--- src/rtl/core/mwcs_pkg.sv ---
// ----------------------------------------------------------------------------
// mwcs_pkg
// shared constants, codes and types of the shortest covering window search
// ----------------------------------------------------------------------------
package mwcs_pkg;

    // queue of needed text characters
    localparam int QUEUE_DEPTH = 1024;
    localparam int QPTR_W      = $clog2(QUEUE_DEPTH);
    localparam int QCNT_W      = $clog2(QUEUE_DEPTH + 1);

    // text positions
    localparam int MAX_TEXT = 65536;
    localparam int QPOS_W   = $clog2(MAX_TEXT);
    localparam int POS_W    = $clog2(MAX_TEXT + 1);

    // alphabet
    localparam int         ALPHABET    = 58;
    localparam int         LETTER_W    = $clog2(ALPHABET);
    localparam int         NLET_W      = $clog2(ALPHABET + 1);
    localparam logic [7:0] LETTER_BASE = 8'h41;

    // per-letter counts
    localparam int                  COUNT_W   = 11;
    localparam logic [COUNT_W-1:0]  COUNT_MAX = {COUNT_W{1'b1}};

    // queue entry: letter in the high bits, position in the low bits
    localparam int QENT_W = LETTER_W + QPOS_W;

    // command queue between front and back
    localparam int CMDQ_DEPTH = 4;
    localparam int CMDQ_PTR_W = $clog2(CMDQ_DEPTH);
    localparam int CMDQ_CNT_W = $clog2(CMDQ_DEPTH + 1);

    // result field widths
    localparam int START_W = 16;
    localparam int LEN_W   = 17;

    // item kinds
    localparam logic [1:0] KIND_CLEAR   = 2'd0;
    localparam logic [1:0] KIND_PATTERN = 2'd1;
    localparam logic [1:0] KIND_TEXT    = 2'd2;
    localparam logic [1:0] KIND_END     = 2'd3;

    typedef struct packed {
        logic [1:0]          kind;
        logic                letter_ok;
        logic [LETTER_W-1:0] letter;
    } cmd_t;

    typedef struct packed {
        logic               overflow;
        logic [LEN_W-1:0]   length;
        logic [START_W-1:0] start_res;
        logic               found;
    } result_t;

endpackage

--- src/rtl/core/mwcs_front.sv ---
// ----------------------------------------------------------------------------
// mwcs_front
// accepts input beats, decodes letters, queues commands for the back end
// ----------------------------------------------------------------------------
module mwcs_front
    import mwcs_pkg::*;
(
    input  logic       aclk,
    input  logic       aresetn,
    input  logic       s_tvalid,
    output logic       s_tready,
    input  logic [7:0] s_tdata,
    input  logic [1:0] s_tuser,
    output logic       cmd_valid,
    input  logic       cmd_ready,
    output cmd_t       cmd
);

    cmd_t                  fifo_reg [CMDQ_DEPTH];
    logic [CMDQ_PTR_W-1:0] wptr_reg, wptr_next;
    logic [CMDQ_PTR_W-1:0] rptr_reg, rptr_next;
    logic [CMDQ_CNT_W-1:0] cnt_reg, cnt_next;
    logic                  push, pop;
    cmd_t                  new_cmd;
    logic [7:0]            offset;

    // letter decode
    always_comb begin
        offset            = s_tdata - LETTER_BASE;
        new_cmd.kind      = s_tuser;
        new_cmd.letter_ok = (s_tdata >= LETTER_BASE) && ({1'b0, offset} < 9'(ALPHABET));
        new_cmd.letter    = offset[LETTER_W-1:0];
    end

    assign s_tready  = (cnt_reg != CMDQ_CNT_W'(CMDQ_DEPTH));
    assign cmd_valid = (cnt_reg != '0);
    assign cmd       = fifo_reg[rptr_reg];
    assign push      = s_tvalid && s_tready;
    assign pop       = cmd_valid && cmd_ready;

    always_comb begin
        wptr_next = wptr_reg;
        rptr_next = rptr_reg;
        if (push) begin
            wptr_next = (wptr_reg == CMDQ_PTR_W'(CMDQ_DEPTH - 1)) ? '0
                                                                  : wptr_reg + CMDQ_PTR_W'(1);
        end
        if (pop) begin
            rptr_next = (rptr_reg == CMDQ_PTR_W'(CMDQ_DEPTH - 1)) ? '0
                                                                  : rptr_reg + CMDQ_PTR_W'(1);
        end
        cnt_next = cnt_reg + CMDQ_CNT_W'(push) - CMDQ_CNT_W'(pop);
    end

    always_ff @(posedge aclk) begin
        if (!aresetn) begin
            wptr_reg <= '0;
            rptr_reg <= '0;
            cnt_reg  <= '0;
        end else begin
            wptr_reg <= wptr_next;
            rptr_reg <= rptr_next;
            cnt_reg  <= cnt_next;
        end
        if (push) begin
            fifo_reg[wptr_reg] <= new_cmd;
        end
    end

endmodule

--- config.mk ---
export PLATFORM = sky130hd
export DESIGN_NAME = mwcs_front
export DESIGN_NICKNAME = d
export VERILOG_FILES = /design/src/rtl/core/mwcs_pkg.sv /design/src/rtl/core/mwcs_front.sv
export SDC_FILE = /design/constraint.sdc
export NUM_CORES = 1
export LEC_CHECK = 0
export ABC_AREA = 1
export BUFFER_PORTS_ARGS = -buffer_cell sky130_fd_sc_hd__buf_4
export CAP_MARGIN = 15
export CELL_PAD_IN_SITES_DETAIL_PLACEMENT = 2
export CELL_PAD_IN_SITES_GLOBAL_PLACEMENT = 2
export CORE_UTILIZATION = 40
export DETAILED_ROUTE_END_ITERATION = 8
export PLACE_DENSITY_LB_ADDON = 0.25
export SYNTH_ARGS = -nofsm -noshare
export SYNTH_HDL_FRONTEND = slang
export SYNTH_SLANG_ARGS = --single-unit
export TNS_END_PERCENT = 10
--- constraint.sdc ---
create_clock -name aclk -period 4.35 [get_ports aclk]
set_input_delay 0.6525 -clock aclk [delete_from_list [all_inputs] [get_ports aclk]]
set_output_delay 0.6525 -clock aclk [all_outputs]
set_load 0.01 [all_outputs]
# ---- Yosys cells after proc, flatten, opt, wreduce, memory -nomap -nowiden
# Memory sizes are Yosys's and may differ from the RTL's. A register that Yosys moved wholly into a read port is not among the register bits.
# Cells that the tools add are included.
dict set report totals {
  reg_bits 7
  latchBits 0
  mem_bits_rw 36
  rom_bits 0
  input_bits 14
  output_inout_bits 11
  n_memories 1
}
# name depth word_bits rd rd_ports_with_merged_regs write_ports line_no
set mem_list {}
lappend mem_list {fifo_reg 4 9 1 1 1 mwcs_front.sv:19} ;# cmd_t fifo_reg [CMDQ_DEPTH];
dict set report classes {
  addsub 5
  multipliers 0
  div 0
  n_lt_le_gt_ge 2
  eq_ne 3
  n_shift 0
  mux 6
  n_bitwise 0
  reduce_logical 4
}
# op count
set op_table {}
lappend op_table {{8-bit by 7-bit greater-or-equal comparator with 1-bit output (second input constant)} 1}
lappend op_table {{8-bit by 6-bit less-than comparator with 1-bit output (second input constant)} 1}
lappend op_table {{2-bit two-way mux} 4}
lappend op_table {{8-bit by 7-bit subtractor with 8-bit output (second input constant)} 1}
lappend op_table {{2-bit by 1-bit adder with 2-bit output (second input constant)} 2}
lappend op_table {{2-bit == test (second input constant)} 2}
lappend op_table {{3-bit by 1-bit adder with 3-bit output} 1}
lappend op_table {{1-bit logical AND} 3}
lappend op_table {{3-bit != test (second input constant)} 1}
lappend op_table {{3-bit nonzero test} 1}
lappend op_table {{3-bit by 1-bit subtractor with 3-bit output} 1}
lappend op_table {{1-bit two-way mux} 2}

# ---- Longest topological paths before layout
dict set report depth {
  ltp_word 4
  depth_mapped 10
}

# ---- Worst setup path before layout
# OpenSTA, ideal clock, no wires.
dict set report synth_path {
  path_type {in2reg}
  start {in cmd_ready}
  end {reg cnt_reg[2]}
  setup_ns 0.121
  arrival_ns 1.803
  required_time_ns 4.229
  slack_ns 2.426
  stages 8
  path_buffers 0
  cell_sequence {nand2_1 > inv_1 > ha_1 > inv_1 > ha_1 > fa_1 > o21ai_0 > a21oi_1}
}
dict set report synth_via {
  elab_chain_cells 2
}
# item line_no
set synth_lines {}
lappend synth_lines {{start: declaration} mwcs_front.sv:15} ;# input logic cmd_ready,
lappend synth_lines {{1-bit logical AND} mwcs_front.sv:39} ;# assign pop = cmd_valid && cmd_ready;
lappend synth_lines {{3-bit by 1-bit subtractor with 3-bit output} mwcs_front.sv:52} ;# cnt_next = cnt_reg + CMDQ_CNT_W'(push) - CMDQ_CNT_W'(pop);
lappend synth_lines {{end signal: assignment} mwcs_front.sv:63} ;# cnt_reg <= cnt_next;
lappend synth_lines {{end: declaration} mwcs_front.sv:22} ;# logic [CMDQ_CNT_W-1:0] cnt_reg, cnt_next;
# No other way between the ends.
# A chain may end at the register's enable or synchronous reset.

==> results_dict.tcl <==
set metrics [dict create \
    status "finished, final reports clean" \
    intPower_w 0.000823 \
    core_um2 4720 \
    power_w 0.00125 \
    cp.arrival_ns 1.83 \
    yosysSeqAreaShare_pct 63.9 \
    synth_area_per_cell_um2 11.1 \
    synth_cells 178 \
    p_seq_share_pct 47.2 \
    pwr-share-clk_pct 19.6 \
    crit_required_ns 3.70 \
    relSlewSlack_pct 36.9 \
    dpl.hpwl_um 3430 \
    tightest_slew_ns 0.943 \
    insertion_delay_ns 0.29 \
    drt_first_pass_iters 4 \
    die_h_um 72.2 \
    post_drt_wl_per_cell_um 17.2 \
    max_freq_mhz 403 \
    cts_num_sinks 45 \
    r2r_slack_ns 2.35 \
    syn-num-nets 201 \
    setup_violations 0 \
    fin_crit_ns 2.48 \
    reg2regPathDepth 9 \
    initial_core_util_pct 41.8 \
    p_leak_nw 0.929 \
    cap_violations 0 \
    synthTopCellsByCount "edfxtp_1 (36), nor2_1 (29), inv_1 (22), o21ai_0 (22), nand2_1 (15)" \
    drive_above_1_share_pct 18.8 \
    drc 0 \
    cp-end-kind "primary output" \
    layout.nets 229 \
    hold_viol 0 \
    yosysMostFrequentCell "edfxtp_1" \
    r2r-end "cnt_reg[2]" \
    gr-usage-all-layers_pct 19.2 \
    antenna_cells 0 \
    final.setup_skew_ns 0.00676 \
    crit_fanout 19 \
    multi_input_area_um2 606 \
    start_kind "register" \
    synth_area_leaders "edfxtp_1 (55%), dfxtp_1 (9.1%), o21ai_0 (5.6%), nor2_1 (5.5%), ha_1 (5.1%)" \
    dieArea_um2 5220 \
    routed-via-count 1381 \
    netlist_area_um2 1970 \
    first_iter_violations 45 \
    drtAntennaViolNets 0 \
    final_util_pct 48.7 \
    yosys_warnings 0 \
    min_to "fifo_reg[3][7]" \
    h-tree-depth 2 \
    pin_count 25 \
    holdWs_ns 0.564 \
    via_per_inst 5.04 \
    hold_path.class "in2reg" \
    numCtsBuffers 5 \
    postCtsHoldBufs 0 \
    root_buffer "clkbuf_8" \
    tns_ns 0 \
    reg2reg_from "cnt_reg[1]" \
    wirelength_um 4710 \
    critical_path_class "reg2out" \
    port_buffers 24 \
    clk_pin_slew_ns 0.08 \
    grt_pass1_wl_um 7340 \
    yosysTopAreaCellShare_pct 54.8 \
    area_growth_pct 16.6 \
    cts_buffer_depth 2 \
    ir_worst_vdd_mv 0.249 \
    overflow 0 \
    power_density_nw_per_um2 545 \
    hp-start "s_tuser[0]" \
    ctsResizeCount 0 \
    power.combinational.fraction_pct 33.2 \
    grt_pass1_vias 1495 \
    die_x_um 72.2 \
    seq_area_um2 1260 \
    synth_edf_count 36 \
    switching_share_pct 34.4 \
    netlist.top_cell.by_area "edfxtp_1" \
    routabilityCongestion 0.687 \
    antenna_found_initial 0 \
    drv_slew 0 \
    cts_tree "done" \
    synth-async-reset-ratio_pct 0 \
    power_switching_w 0.000431 \
    period_share_pct 57.1 \
    nFillCells 508 \
    ys.flop_type "edfxtp_1" \
    num_rows 25 \
    largest_register_ffs 36 \
    rsz0062_at_grt "no" \
    hold_depth 1 \
    cts_setup_buffers 0 \
    ys_ff_latch 45 \
    synth.distinct_cells 24 \
    grt_start_max_net_pins 20 \
]
layout by cell type (no fill, tap or decap), drive strengths merged, types with 2 or more instances in the layout:
cell type | netlist | layout
nand2 | 17 | 17
dfxtp | 9 | 9
ha | 8 | 8
inv | 23 | 23
buf | 3 | 24
nor2 | 32 | 32
clkbuf | 0 | 6
xnor2 | 2 | 2
nand4 | 2 | 2
edfxtp | 36 | 36
nand3 | 7 | 7
o21ai | 23 | 23
clkinv | 0 | 2
a21oi | 3 | 3
o22ai | 9 | 9
metal layers:
layer / vias to the layer above / wire length [µm] / GRT usage (%)
met4: 0 / 44 / 4.58
met2: 25 / 2510 / 36.2
met1: 685 / 2030 / 22.8
met5: - / 0 / 0
met3: 5 / 118 / 2.92
li1: 666 / - / -
worst max path at each step:
stage / startpoint / cells past startpoint / end / slack [ns]
2_1_floorplan: cmd_ready / 8 / cnt_reg[2] / 2.43
3_3_place_gp: cmd_ready / 9 / cnt_reg[2] / 2.25
3_5_place_dp: s_tdata[0] / 8 / fifo_reg[1][6] / 2.14
4_1_cts: register / 4 / cmd[2] / 1.84
5_1_grt: register / 4 / cmd[2] / 1.71
6_report: register / 4 / cmd[2] / 1.87
final cells by class:
type	instances	share of cell area [%]
sequential	45	54.8
clock buffer	6	3.16
multi-input combinational	107	26.3
tap	67	3.65
clock inverter	2	0.435
timing repair buffer	24	7.83
inverter	23	3.75
critical path: stages (launching register included):
cell,delay [ns]
dfxtp_1,0.71
inv_2,0.29
o21ai_0,0.25
o22ai_1,0.12
buf_4,0.16
logic make-up after synthesis:
kind of cell / share of synthesized area, %
xor gates and xnor gates: 0.888
AOI/OAI and AO/OA: 9.96
adders and majority gates: 6.09
and+or+nand+nor: 13.8
DFF: 63.9
buffers and inverters: 5.39
power by group through the flow:
stage,combinational (W),sequential [W],clock (W)
after floorplan,0.000260,0.000573,0
after global placement,0.000387,0.000595,0
after detailed placement,0.000426,0.000602,0
after CTS,0.000429,0.000593,0.000255
after global routing,0.000467,0.000602,0.000266
final,0.000416,0.000592,0.000246
per-stage QoR:
step	worst slack [ns]	area (µm²)	cells
6_report	1.87	2300	274
5_1_grt	1.71	2300	274
4_1_cts	1.84	2300	274
3_5_place_dp	2.14	2220	266
3_3_place_gp	2.25	2220	266
2_1_floorplan	2.43	1970	178
Note: power is estimated with default switching activity, not from simulation.
